## src/hw/rtl/srp_pkg.sv

```systemverilog
// srp_pkg: shared constants, segment record, status codes, controller states
// and the command and status structs between srp_ctrl and srp_datapath
// no dependencies
package srp_pkg;

    localparam int MAX_SEGMENTS = 64;
    localparam int COORD_BITS   = 16;
    localparam int SEG_IDX_BITS = $clog2(MAX_SEGMENTS);
    localparam int SEG_CNT_BITS = $clog2(MAX_SEGMENTS + 1);
    localparam int CFG_IDX_BITS = 2;

    localparam logic [CFG_IDX_BITS-1:0] CFG_BIN_WIDTH  = CFG_IDX_BITS'(0);
    localparam logic [CFG_IDX_BITS-1:0] CFG_BIN_HEIGHT = CFG_IDX_BITS'(1);

    localparam logic [COORD_BITS-1:0] BIN_RESET = COORD_BITS'(1024);

    typedef enum logic [1:0] {
        ST_PLACED = 2'd0,
        ST_NOFIT  = 2'd1,
        ST_FULL   = 2'd2
    } res_status_t;

    typedef struct packed {
        logic [COORD_BITS-1:0] x;
        logic [COORD_BITS-1:0] top;
        logic [COORD_BITS-1:0] width;
    } seg_t;

    typedef enum logic [3:0] {
        S_INIT,
        S_IDLE,
        S_START,
        S_CAND_REQ,
        S_CAND_USE,
        S_SPAN_REQ,
        S_SPAN_USE,
        S_CHECK,
        S_REB_REQ,
        S_REB_USE,
        S_REB_FIN,
        S_DONE
    } ctl_state_t;

    typedef struct packed {
        logic        cfg_wr;
        logic        init_seg;
        logic        load_rect;
        logic        rd_cand;
        logic        rd_span;
        logic        rd_reb;
        logic        take_cand;
        logic        next_cand;
        logic        span_acc;
        logic        start_reb;
        logic        emit_new;
        logic        emit_old;
        logic        finish_reb;
        logic        res_load;
        res_status_t res_code;
        logic        out_load;
    } srp_cmd_t;

    typedef struct packed {
        logic cfg_idx_ok;
        logic rect_zero;
        logic i_end;
        logic cand_over;
        logic k_end;
        logic span_past;
        logic too_high;
        logic store_full;
        logic at_i;
        logic out_free;
    } srp_stat_t;

endpackage

```

## src/hw/rtl/srp_ctrl.sv

```systemverilog
// srp_ctrl: sequencer for scan, span measure and skyline rebuild
// depends on srp_pkg
module srp_ctrl (
    input  logic                              clk,
    input  logic                              rst_n,
    input  logic                              in_valid,
    output logic                              in_stall,
    input  logic                              cfg_valid,
    output logic                              cfg_ready,
    input  srp_pkg::srp_stat_t                stat,
    output srp_pkg::srp_cmd_t                 cmd
);
    import srp_pkg::*;

    ctl_state_t state_reg;
    ctl_state_t state_next;

    always_ff @(posedge clk or negedge rst_n)
    begin
        if (!rst_n)
        begin
            state_reg <= S_INIT;
        end
        else
        begin
            state_reg <= state_next;
        end
    end

    always_comb
    begin
        state_next = state_reg;
        cmd        = '0;
        cmd.res_code = ST_NOFIT;
        cfg_ready  = (state_reg == S_IDLE);
        in_stall   = (state_reg != S_IDLE) || cfg_valid;
        case (state_reg)
            S_INIT:
            begin
                cmd.init_seg = 1'b1;
                state_next   = S_IDLE;
            end
            S_IDLE:
            begin
                if (cfg_valid)
                begin
                    if (stat.cfg_idx_ok)
                    begin
                        cmd.cfg_wr = 1'b1;
                        state_next = S_INIT;
                    end
                end
                else if (in_valid)
                begin
                    cmd.load_rect = 1'b1;
                    state_next    = S_START;
                end
            end
            S_START:
            begin
                if (stat.rect_zero)
                begin
                    cmd.res_load = 1'b1;
                    cmd.res_code = ST_NOFIT;
                    state_next   = S_DONE;
                end
                else
                begin
                    state_next = S_CAND_REQ;
                end
            end
            S_CAND_REQ:
            begin
                if (stat.i_end)
                begin
                    cmd.res_load = 1'b1;
                    cmd.res_code = ST_NOFIT;
                    state_next   = S_DONE;
                end
                else
                begin
                    cmd.rd_cand = 1'b1;
                    state_next  = S_CAND_USE;
                end
            end
            S_CAND_USE:
            begin
                if (stat.cand_over)
                begin
                    cmd.next_cand = 1'b1;
                    state_next    = S_CAND_REQ;
                end
                else
                begin
                    cmd.take_cand = 1'b1;
                    state_next    = S_SPAN_REQ;
                end
            end
            S_SPAN_REQ:
            begin
                if (stat.k_end)
                begin
                    state_next = S_CHECK;
                end
                else
                begin
                    cmd.rd_span = 1'b1;
                    state_next  = S_SPAN_USE;
                end
            end
            S_SPAN_USE:
            begin
                if (stat.span_past)
                begin
                    state_next = S_CHECK;
                end
                else
                begin
                    cmd.span_acc = 1'b1;
                    state_next   = S_SPAN_REQ;
                end
            end
            S_CHECK:
            begin
                if (stat.too_high)
                begin
                    cmd.next_cand = 1'b1;
                    state_next    = S_CAND_REQ;
                end
                else if (stat.store_full)
                begin
                    cmd.res_load = 1'b1;
                    cmd.res_code = ST_FULL;
                    state_next   = S_DONE;
                end
                else
                begin
                    cmd.start_reb = 1'b1;
                    state_next    = S_REB_REQ;
                end
            end
            S_REB_REQ:
            begin
                if (stat.k_end)
                begin
                    state_next = S_REB_FIN;
                end
                else
                begin
                    cmd.rd_reb = 1'b1;
                    state_next = S_REB_USE;
                end
            end
            S_REB_USE:
            begin
                if (stat.at_i)
                begin
                    cmd.emit_new = 1'b1;
                end
                else
                begin
                    cmd.emit_old = 1'b1;
                    state_next   = S_REB_REQ;
                end
            end
            S_REB_FIN:
            begin
                cmd.finish_reb = 1'b1;
                state_next     = S_DONE;
            end
            S_DONE:
            begin
                if (stat.out_free)
                begin
                    cmd.out_load = 1'b1;
                    state_next   = S_IDLE;
                end
            end
            default:
            begin
                state_next = S_INIT;
            end
        endcase
    end

endmodule

```

## config.mk

```make
export PLATFORM = sky130hd
export DESIGN_NAME = srp_ctrl
export DESIGN_NICKNAME = d
export VERILOG_FILES = /design/src/hw/rtl/srp_pkg.sv /design/src/hw/rtl/srp_ctrl.sv
export SDC_FILE = /design/constraint.sdc
export NUM_CORES = 1
export LEC_CHECK = 0
export BUFFER_PORTS_ARGS = -buffer_cell sky130_fd_sc_hd__buf_2
export CAP_MARGIN = 20
export CORE_MARGIN = 2
export CORE_UTILIZATION = 45
export DETAILED_ROUTE_END_ITERATION = 8
export HOLD_SLACK_MARGIN = 0.12
export PLACE_DENSITY = 0.8
export SLEW_MARGIN = 20
export SYNTH_ARGS = -nofsm -noshare
export SYNTH_HDL_FRONTEND = slang
export SYNTH_SLANG_ARGS = --single-unit
```

## constraint.sdc

```tcl
create_clock -name clk -period 2.6 [get_ports clk]
set_clock_uncertainty 0.05 [all_clocks]
set_input_delay 0.26 -clock clk [delete_from_list [all_inputs] [get_ports clk]]
set_output_delay 0.26 -clock clk [all_outputs]
set_load 0.01 [all_outputs]
```

### After elaboration in Yosys (flattened, before gate mapping)

Cells that the tools add are included.

| word-level totals | value |
|---|---|
| input bits | 14 |
| memories | 0 |
| memory bits (writable) | 0 |
| register bits | 4 |
| output and inout port bits | 19 |
| bits in latches | 0 |
| word-level logic and storage cells | 67 |
| bits in read-only memories | 0 |

| cells by class | value |
|---|---|
| eq/ne operators | 16 |
| bitwise gates (word level) | 0 |
| mux-type cells | 47 |
| add/subtract/negate cells | 0 |
| $mul | 0 |
| divide/modulo/power cells | 0 |
| $lt $le $gt $ge | 0 |
| reduce and logical (&&, ||, !) cells | 3 |
| shift-type cells | 0 |

Operators with widths:

| operator | number |
|---|---|
| $pmux W4 S12 | 1 |
| $mux W4 | 8 |
| $mux W1 | 27 |
| $eq A4 B3 Y1 const B | 4 |
| $eq A4 B4 Y1 const B | 4 |
| $mux W3 | 5 |
| $pmux W3 S3 | 1 |
| $eq A4 B2 Y1 const B | 2 |
| $mux W2 | 4 |
| $eq A4 B1 Y1 const B | 1 |
| $logic_not A4 Y1 | 1 |
| $ne A2 B2 Y1 const B | 2 |
| $ne A4 B1 Y1 const B | 1 |
| $reduce_and A4 Y1 | 1 |
| $ne A3 B2 Y1 const B | 1 |
| $ne A3 B3 Y1 const B | 1 |
| $pmux W1 S2 | 1 |
| $logic_or A1 B1 Y1 | 1 |

### Depth between registers and ports, before layout

Gate-level depths: netlist (run 1).

| logic depth | value |
|---|---|
| depth after elaboration | 3 |
| gate-level depth with buffers | 6 |
| gate-level depth less buffers | 4 |

### Worst setup path after synthesis (run 1)

OpenSTA, ideal clock, no wires.

| timing | value |
|---|---|
| path kind | reg-to-output |
| start point | register state_reg[1] |
| end point | output port cmd[14] (netlist name) |
| setup slack | 989 ps |
| buffers on the path | 0 |
| arrival | 1301 ps |
| cell stages (with the launch flop) | 4 |
| required time | 2290 ps |
| cell sequence | dfrtp_1 -> nor4b_2 -> nand2b_1 -> nor2_1 |

RTL lines:

| what | RTL line | source |
|---|---|---|
| start: declaration | srp_ctrl.sv:15 | `ctl_state_t state_reg;` |
| start signal: assignment | srp_ctrl.sv:26 | `state_reg <= state_next;` |
| end: declaration | srp_ctrl.sv:11 | `output srp_pkg::srp_cmd_t cmd` |

==> flow_metrics.tcl, run 1 <==
set metrics [dict create \
    detailedPlacementHpwl_um 1130 \
    grt_pass1_vias 506 \
    wl_met1_um 706 \
    worst-slew-pin-transition_ns 0.668 \
    routed.top_layer "met3" \
    io_buffer_count 32 \
    ys_warnings 0 \
    routed-wl-met3_um 76 \
    worst-setup-path-type "register to output port" \
    hold_viol_final 0 \
    most_frequent_cells_in_the_layout "buf_2 (32), nor2_1 (10), nand2b_1 (8), nor3_1 (8)" \
    p_leak_nw 0.401 \
    finalSetupViolations 0 \
    grt_first_pass_wirelength_um 2140 \
    setup_ws_ns 0.437 \
    max-slew-margin-rel_pct 55.5 \
    io-pin-count 33 \
    post_syn_nets 101 \
    crit_path_start_kind "register" \
    synth.distinct_cells 35 \
    num-nets-final 131 \
    placedInstanceArea_um2 743 \
    timing.fmax_ghz 0.462 \
    utilization_pct 60.4 \
    route.detailed.vias_per_inst 5.45 \
    num_antenna_cells 0 \
    n_fill_cell 116 \
    seq_area_frac_synth_pct 16.3 \
    synth_enable_flop_cells 0 \
    number_of_search_and_repair_iterations_in_the_first_detailed_routing_pass 4 \
    route.final.wire_length_um 1490 \
    avgSynthCellArea_um2 7.05 \
    die-width_um 40.9 \
    drv_cap 0 \
    ant_nets 0 \
    rsz0062_at_grt "false" \
    cellPowerDensity_mw_per_mm2 1050 \
    root_buffer "clkbuf_4" \
    place.gp.congestion 0.815 \
    cts.sinks 4 \
    area_growth_from_synthesis_to_layout_pct 26.5 \
    dp.cells 126 \
    initial_utilization_pct 47.7 \
    hold_path_class "input port to async pin" \
    outcome "complete, no violations" \
    tritoncts "done" \
    insertion_delay_ns 0.23 \
    async_flop_share_pct 100 \
    final_cell_count_no_fill 130 \
    final-max-slew-violation-count 0 \
    period_minus_slack_ns 2.16 \
    detail_route.iter0.violations 16 \
    setup_tns_ns 0 \
    largest_register_ffs 4 \
    track_usage_pct 18.9 \
    routed_wire_length_per_instance_um 11.5 \
    synth-seq-cells 4 \
    grt_max_degree 24 \
    max-vdd-ir-drop_mv 0.746 \
    timing.final.crit_share_pct 83.2 \
    finish.instance_area_um2 776 \
    worst_r2r_path_depth 4 \
    crit_fanout 23 \
    floorplan.die_area_mm2 0.00167 \
    drive_gt1_share_pct 33.0 \
    cp_data_arrival_time_ns 1.85 \
    synthesis.area_um2 613 \
    wl_met2_um 709 \
    clock_path_buffers 2 \
    htree_levels 1 \
    route.detailed.drc 0 \
    design.core.area_mm2 0.00128 \
    postCtsResizedCells 0 \
    post-place-ws_ns 0.722 \
    layout_commonest_cell "buf_2" \
    std_cell_rows 13 \
    globalRoute.totalOverflow 0 \
    height_of_the_die_um 40.9 \
    end_kind "output port" \
    cts-buffers-inserted 3 \
    required_ns 2.29 \
    clkTransAtPathRegs_ns 0.04 \
    postSynth.topFlopCell "dfrtp_1" \
    netlist_instances 87 \
    initial_antenna_violation_count 0 \
    routed-via-count 709 \
]
-- area by class of cell --
cell class / instances / area, um^2 / area share, %
Clock buffer: 3 / 22.5 / 2.90
Sequential cell: 4 / 100 / 12.9
Inverter: 6 / 22.5 / 2.90
Multi-Input combinational cell: 69 / 442 / 56.9
Timing Repair Buffer: 33 / 170 / 21.9
Tap cell: 15 / 18.8 / 2.42
-- path summary, 6_finish.rpt --
kind | start | to | slack [ns]
hold / removal | rst_n | state_reg[3]$_DFFE_PN0P_ | 0.32
max in group asynchronous | rst_n | state_reg[2]$_DFFE_PN0P_ | 2.07
min in group clk | stat[0] | state_reg[1]$_DFFE_PN0P_ | 0.37
hold reg to reg | state_reg[3]$_DFFE_PN0P_ | state_reg[2]$_DFFE_PN0P_ | 0.69
setup / recovery | state_reg[1]$_DFFE_PN0P_ | cmd[3] | 0.44
setup reg to reg | state_reg[2]$_DFFE_PN0P_ | state_reg[1]$_DFFE_PN0P_ | 0.73
-- Yosys cell counts (all sizes together) (2+ instances only) --
cell type  count  area, um^2
and2b          2        15.0
buf            6        41.3
nor4           4        25.0
o211a          2        20.0
dfrtp          4         100
a22oi          2        15.0
nand2          6        22.5
nand2b         8        50.1
o22ai          2        12.5
inv            6        22.5
nor2          10        37.5
nor2b          2        12.5
nor3           8        40.0
clkbuf         2        7.51
o21ai          5        25.0
nand3          2        10.0
-- per-layer routing --
layer  up-vias  track usage (%)
li1        373                -
met1       316             26.2
met2        20             30.9
met3         0             1.63
met4         0             5.00
met5         -                0
-- kinds of logic (layout without fill, tap and decap cells) --
group	Yosys count	count (layout)	synth area share, %
simple gates	46	46	40.6
compound gates	22	22	29.8
buf+inv	14	42	11.6
flops	4	4	16.3
mux	1	1	1.63
-- critical path: stages, from the launching register on --
cell     delay [ns]
dfrtp_1        0.76
nand2_1        0.27
nor3_1         0.24
nand2_1        0.12
o21ai_1        0.09
buf_2          0.14
-- through the flow --
stage / power [mW] / hold slack [ns]
final: 0.814 / 0.315
after detailed placement: 0.734 / 0.0158
after global placement: 0.724 / 0.0136
after floorplan: 0.650 / -0.0856
after CTS: 0.814 / 0.301
after global routing: 0.903 / 0.314
-- where the power goes --
group          switching (mW)  internal, mW
combinational           0.263         0.244
clock                  0.0216        0.0513
sequential              0.141        0.0930
-- repair_timing --
action	4_1_cts	5_1_grt
endpoints found under the hold margin	4	0
buffers inserted	0	0
hold buffers	1	0
(Power assumes the default switching activity.)
==> run 2, diff against run 1 <==
CORE_UTILIZATION = 43   (was 45)
PLACE_DENSITY = 0.77   (was 0.8)
clock period = 2.08 ns   (was 2.6 ns; I/O delays follow)
==> run 2 against run 1 <==
Count of clock-buffer cells in the layout did not move. Setup slack got worse by 0.27 ns. Via count rose by 8.3%. Core utilization rose by 1.5 points. Cell area rose by 5.0%. Largest power group unchanged.
==> flow_metrics.tcl, run 2 (synthesized netlist as in run 1, its figures left out) <==
set metrics [dict create \
    drv_cap 0 \
    max-slew-margin-rel_pct 69.5 \
    routed-via-count 768 \
    place.gp.congestion 0.774 \
    rr_endpoint "state_reg[1]$_DFFE_PN0P_" \
    route.detailed.vias_per_inst 5.73 \
    postCtsSetupRepairBufs 0 \
    cp_data_arrival_time_ns 1.66 \
    period_minus_slack_ns 1.92 \
    finalSetupViolations 0 \
    worst_r2r_path_depth 4 \
    crit_fanout 15 \
    timing.final.crit_share_pct 92.2 \
    utilization_pct 61.8 \
    initial_antenna_violation_count 0 \
    hold_viol_final 0 \
    setup_ws_ns 0.163 \
    crit_path_cell_trace "nand2b_2 > nor3_2 > nand2_1 > o21ai_1 > buf_2" \
    critPathCapture "cmd[3]" \
    design.core.area_mm2 0.00132 \
    track_usage_pct 20.2 \
    layout_commonest_cell "buf_2" \
    routed_wire_length_per_instance_um 12.6 \
    p_leak_nw 0.420 \
    regToRegStartpoint "state_reg[3]$_DFFE_PN0P_" \
    final-max-slew-violation-count 0 \
    worst-slew-pin-transition_ns 0.458 \
    finish.instance_area_um2 815 \
    insertion_delay_ns 0.23 \
    setup_tns_ns 0 \
    slowest_delay_ns 0.52 \
    root_buffer "clkbuf_4" \
    worst-setup-path-type "register to output port" \
    die-width_um 41.8 \
    floorplan.die_area_mm2 0.00174 \
    post-place-ws_ns 0.279 \
    grt_first_pass_wirelength_um 2790 \
    initial_utilization_pct 46.5 \
    height_of_the_die_um 41.8 \
    cts.sinks 4 \
    end_kind "output port" \
    worst_path_max_delay_cell "dfrtp_1" \
    most_frequent_cells_in_the_layout "buf_2 (32), nor2_1 (10), nand2b_1 (7), nor3_1 (7)" \
    r2r_setup_slack_ns 0.26 \
    io_buffer_count 32 \
    cts-buffers-inserted 3 \
    hold_path_class "input port to async pin" \
    ant_nets 0 \
    grt_pass1_vias 684 \
    num_antenna_cells 0 \
    detail_route.iter0.violations 16 \
    rsz0062_at_grt "false" \
    num-nets-final 135 \
    grt_max_degree 16 \
    max-vdd-ir-drop_mv 0.851 \
    tritoncts "done" \
    clkTransAtPathRegs_ns 0.04 \
    largest_register_ffs 4 \
    area_growth_from_synthesis_to_layout_pct 32.9 \
    n_fill_cell 133 \
    placedInstanceArea_um2 773 \
    globalRoute.totalOverflow 0 \
    route.final.wire_length_um 1690 \
    clock_path_buffers 2 \
    required_ns 1.82 \
    io-pin-count 33 \
    number_of_search_and_repair_iterations_in_the_first_detailed_routing_pass 4 \
    crit_path_start_kind "register" \
    route.detailed.drc 0 \
    htree_levels 1 \
    detailedPlacementHpwl_um 1330 \
    outcome "complete, no violations" \
    std_cell_rows 13 \
    drive_gt1_share_pct 37.8 \
    timing.fmax_ghz 0.522 \
    cellPowerDensity_mw_per_mm2 1340 \
    critPathLaunch "state_reg[3]$_DFFE_PN0P_" \
]
==> run 2: cell types whose count changed in the layout (fill, tap and decap cells not counted), sizes merged <==
cell	change
buf	+4
==> run 2: layout make-up <==
class	count	area, um^2	area share (%)
Timing Repair Buffer	37	200	24.6
Sequential cell	4	101	12.4
Multi-Input combinational cell	69	449	55.1
Inverter	6	22.5	2.76
Clock buffer	3	22.5	2.76
Tap cell	15	18.8	2.30
==> run 2: worst max-delay path: cells and delay by family, from the launching register on <==
family	cells	cell delay, ns
buffers and inverters	1	0.14
AO/OA/AOI/OAI	1	0.09
flip-flops	1	0.52
AND/OR/NAND/NOR	3	0.66
==> run 2: how the worst min path moves through the flow <==
stage / startpoint / to / slack, ns / cells after the start
finish: rst_n / state_reg[0]$_DFFE_PN0P_ / 0.26 / 2
global route: rst_n / state_reg[0]$_DFFE_PN0P_ / 0.27 / 2
CTS: rst_n / state_reg[0]$_DFFE_PN0P_ / 0.26 / 2
detailed placement: rst_n / state_reg[0]$_DFFE_PN0P_ / -0.03 / 1
global placement: rst_n / state_reg[2]$_DFFE_PN0P_ / -0.04 / 1
floorplan: rst_n / state_reg[0]$_DFFE_PN0P_ / -0.14 / 0
==> run 2: power breakdown <==
group | internal (mW) | switching [mW]
combinational | 0.351 | 0.402
clock | 0.0644 | 0.0305
sequential | 0.119 | 0.127
total | 0.535 | 0.559
==> run 2: layer usage <==
layer | part of all wire [%] | global-route usage (%)
met2 | 50 | 34.1
met4 | 0.65 | 8.39
met1 | 43 | 23.7
met5 | 0 | 0
met3 | 6.0 | 5.65
==> run 2: stage by stage <==
| step | hold slack (ns) | power (mW) | instances |
|---|---|---|---|
| 2_1_floorplan | -0.138 | 0.812 | 87 |
| 3_3_place_gp | -0.0368 | 0.963 | 130 |
| 3_5_place_dp | -0.0331 | 0.989 | 130 |
| 4_1_cts | 0.256 | 1.09 | 134 |
| 5_1_grt | 0.268 | 1.20 | 134 |
| 6_report | 0.263 | 1.09 | 134 |
==> run 2: what timing repair did <==
item / in CTS / in global routing
hold buffers: 1 / 0
gates resized for setup: 0 / 3
endpoints found under the setup margin: 0 / 3
endpoints found under the hold margin: 4 / 0
==> run 3, diff against run 2 <==
==> constraint.sdc (replaced) <==
create_clock -name clk -period 2.08 [get_ports clk]
set_clock_uncertainty 0.05 [all_clocks]
set_input_delay 0.416 -clock clk [delete_from_list [all_inputs] [get_ports clk]]
set_output_delay 0.416 -clock clk [all_outputs]
set_load 0.01 [all_outputs]
==> run 3 against run 2 <==
Register-to-register slack improved by 0.11 ns. Power increased by 0.72%. Setup slack got worse by 0.042 ns. Cell count increased by 0.75%. Die area unchanged. Sequential share of layout area increased by 0.19 points. Non-clock buffer count increased by 1. Sequential power decreased by 7%. Critical path type unchanged.
==> flow_metrics.tcl, run 3 (synthesized netlist as in run 1, its figures left out) <==
set metrics [dict create \
    rsz0062_at_grt "false" \
    number_of_search_and_repair_iterations_in_the_first_detailed_routing_pass 3 \
    track_usage_pct 19.5 \
    clock_path_buffers 2 \
    max-vdd-ir-drop_mv 0.852 \
    largest_register_ffs 4 \
    worst-setup-path-type "register to output port" \
    setup_tns_ns 0 \
    n_fill_cell 126 \
    height_of_the_die_um 41.8 \
    cellPowerDensity_mw_per_mm2 1340 \
    postCtsSetupRepairBufs 0 \
    crit_path_start_kind "register" \
    post-place-ws_ns 0.286 \
    clkTransAtPathRegs_ns 0.04 \
    cts-buffers-inserted 3 \
    ant_nets 0 \
    drive_gt1_share_pct 39.2 \
    initial_utilization_pct 46.5 \
    cts.sinks 4 \
    route.final.wire_length_um 1610 \
    area_occupied_by_registers_um2 104 \
    globalRoute.totalOverflow 0 \
    grt_first_pass_wirelength_um 2610 \
    finalSetupViolations 0 \
    floorplan.die_area_mm2 0.00174 \
    grt_pass1_vias 617 \
    max-slew-margin-rel_pct 74.3 \
    worst-slew-pin-transition_ns 0.379 \
    place.gp.congestion 0.851 \
    tritoncts "done" \
    p_leak_nw 0.423 \
    setup_ws_ns 0.121 \
    std_cell_rows 13 \
    insertion_delay_ns 0.24 \
    combined_area_of_the_multi_input_logic_cells_um2 447 \
    die-width_um 41.8 \
    cp_data_arrival_time_ns 1.49 \
    io_buffer_count 32 \
    detail_route.iter0.violations 8 \
    required_ns 1.61 \
    hold_viol_final 0 \
    crit_fanout 13 \
    routed_wire_length_per_instance_um 11.9 \
    layout_commonest_cell "buf_2" \
    timing.final.crit_share_pct 94.2 \
    design.core.area_mm2 0.00132 \
    route.detailed.drc 0 \
    end_kind "output port" \
    routed-via-count 739 \
    grt_max_degree 15 \
    hold_path_class "input port to async pin" \
    drv_cap 0 \
    timing.fmax_ghz 0.510 \
    area_growth_from_synthesis_to_layout_pct 34.1 \
    route.detailed.vias_per_inst 5.47 \
    period_minus_slack_ns 1.96 \
    num-nets-final 136 \
    io-pin-count 33 \
    final-max-slew-violation-count 0 \
    root_buffer "clkbuf_4" \
    most_frequent_cells_in_the_layout "buf_2 (32), nor2_1 (10), nand2b_1 (8)" \
    num_antenna_cells 0 \
    htree_levels 1 \
    detailedPlacementHpwl_um 1210 \
    initial_antenna_violation_count 0 \
    outcome "complete, no violations" \
]
-- run 3: cell types whose count changed in the layout (fill, tap and decap cells not counted), sizes merged --
cell	delta
buf	+1
-- run 3: worst paths after layout --
check	start	end	slack, ns	cells past startpoint
worst min register to register	state_reg[3]$_DFFE_PN0P_	state_reg[2]$_DFFE_PN0P_	0.51	1
worst max-delay path	state_reg[1]$_DFFE_PN0P_	cmd[14]	0.12	4
min in group clk	stat[0]	state_reg[1]$_DFFE_PN0P_	0.51	3
worst min-delay path	rst_n	state_reg[3]$_DFFE_PN0P_	0.46	2
worst max register to register	state_reg[2]$_DFFE_PN0P_	state_reg[1]$_DFFE_PN0P_	0.37	4
max in group asynchronous	rst_n	state_reg[1]$_DFFE_PN0P_	1.38	2
-- run 3: critical path, stage by stage, from the launching register on --
cell	delay [ns]
dfrtp_2	0.48
nor4b_2	0.41
nand2b_1	0.13
nor2_1	0.10
buf_2	0.13
-- run 3: what timing repair did --
action	CTS	global route
resized for setup	0	4
hold buffers	1	0
hold endpoints to repair	4	0
endpoints found under the setup margin	0	5
-- run 3: area by class of cell --
class	count	share of cell area, %
clock buffers	3	2.74
inverters	6	2.74
repair buffers	38	25.3
well taps	15	2.28
multi-input cells	69	54.3
flip-flops and latches	4	12.6
-- run 3: metrics by stage --
step	cell area [um^2]	util, %	power [mW]	hold WS, ns	instances
after floorplan	613	-	0.812	0.0704	87
final	822	62.4	1.10	0.461	135
after global routing	822	62.4	1.21	0.450	135
after detailed placement	781	59.3	0.992	0.171	131
after CTS	813	61.7	1.10	0.444	135
after global placement	781	59.3	0.983	0.170	131
-- run 3: metal layers --
metal  track usage, %  part of all wire, %  up-vias
met5                0                    0        -
met4             14.2                  1.7        0
met3             3.48                  4.4        2
met2             30.0                   46       20
met1             24.1                   47      335
li1                 -                    -      382
-- run 3: where the power goes --
part           internal (mW)  switching [mW]
registers              0.125           0.104
clock network         0.0647          0.0343
logic                  0.355           0.419
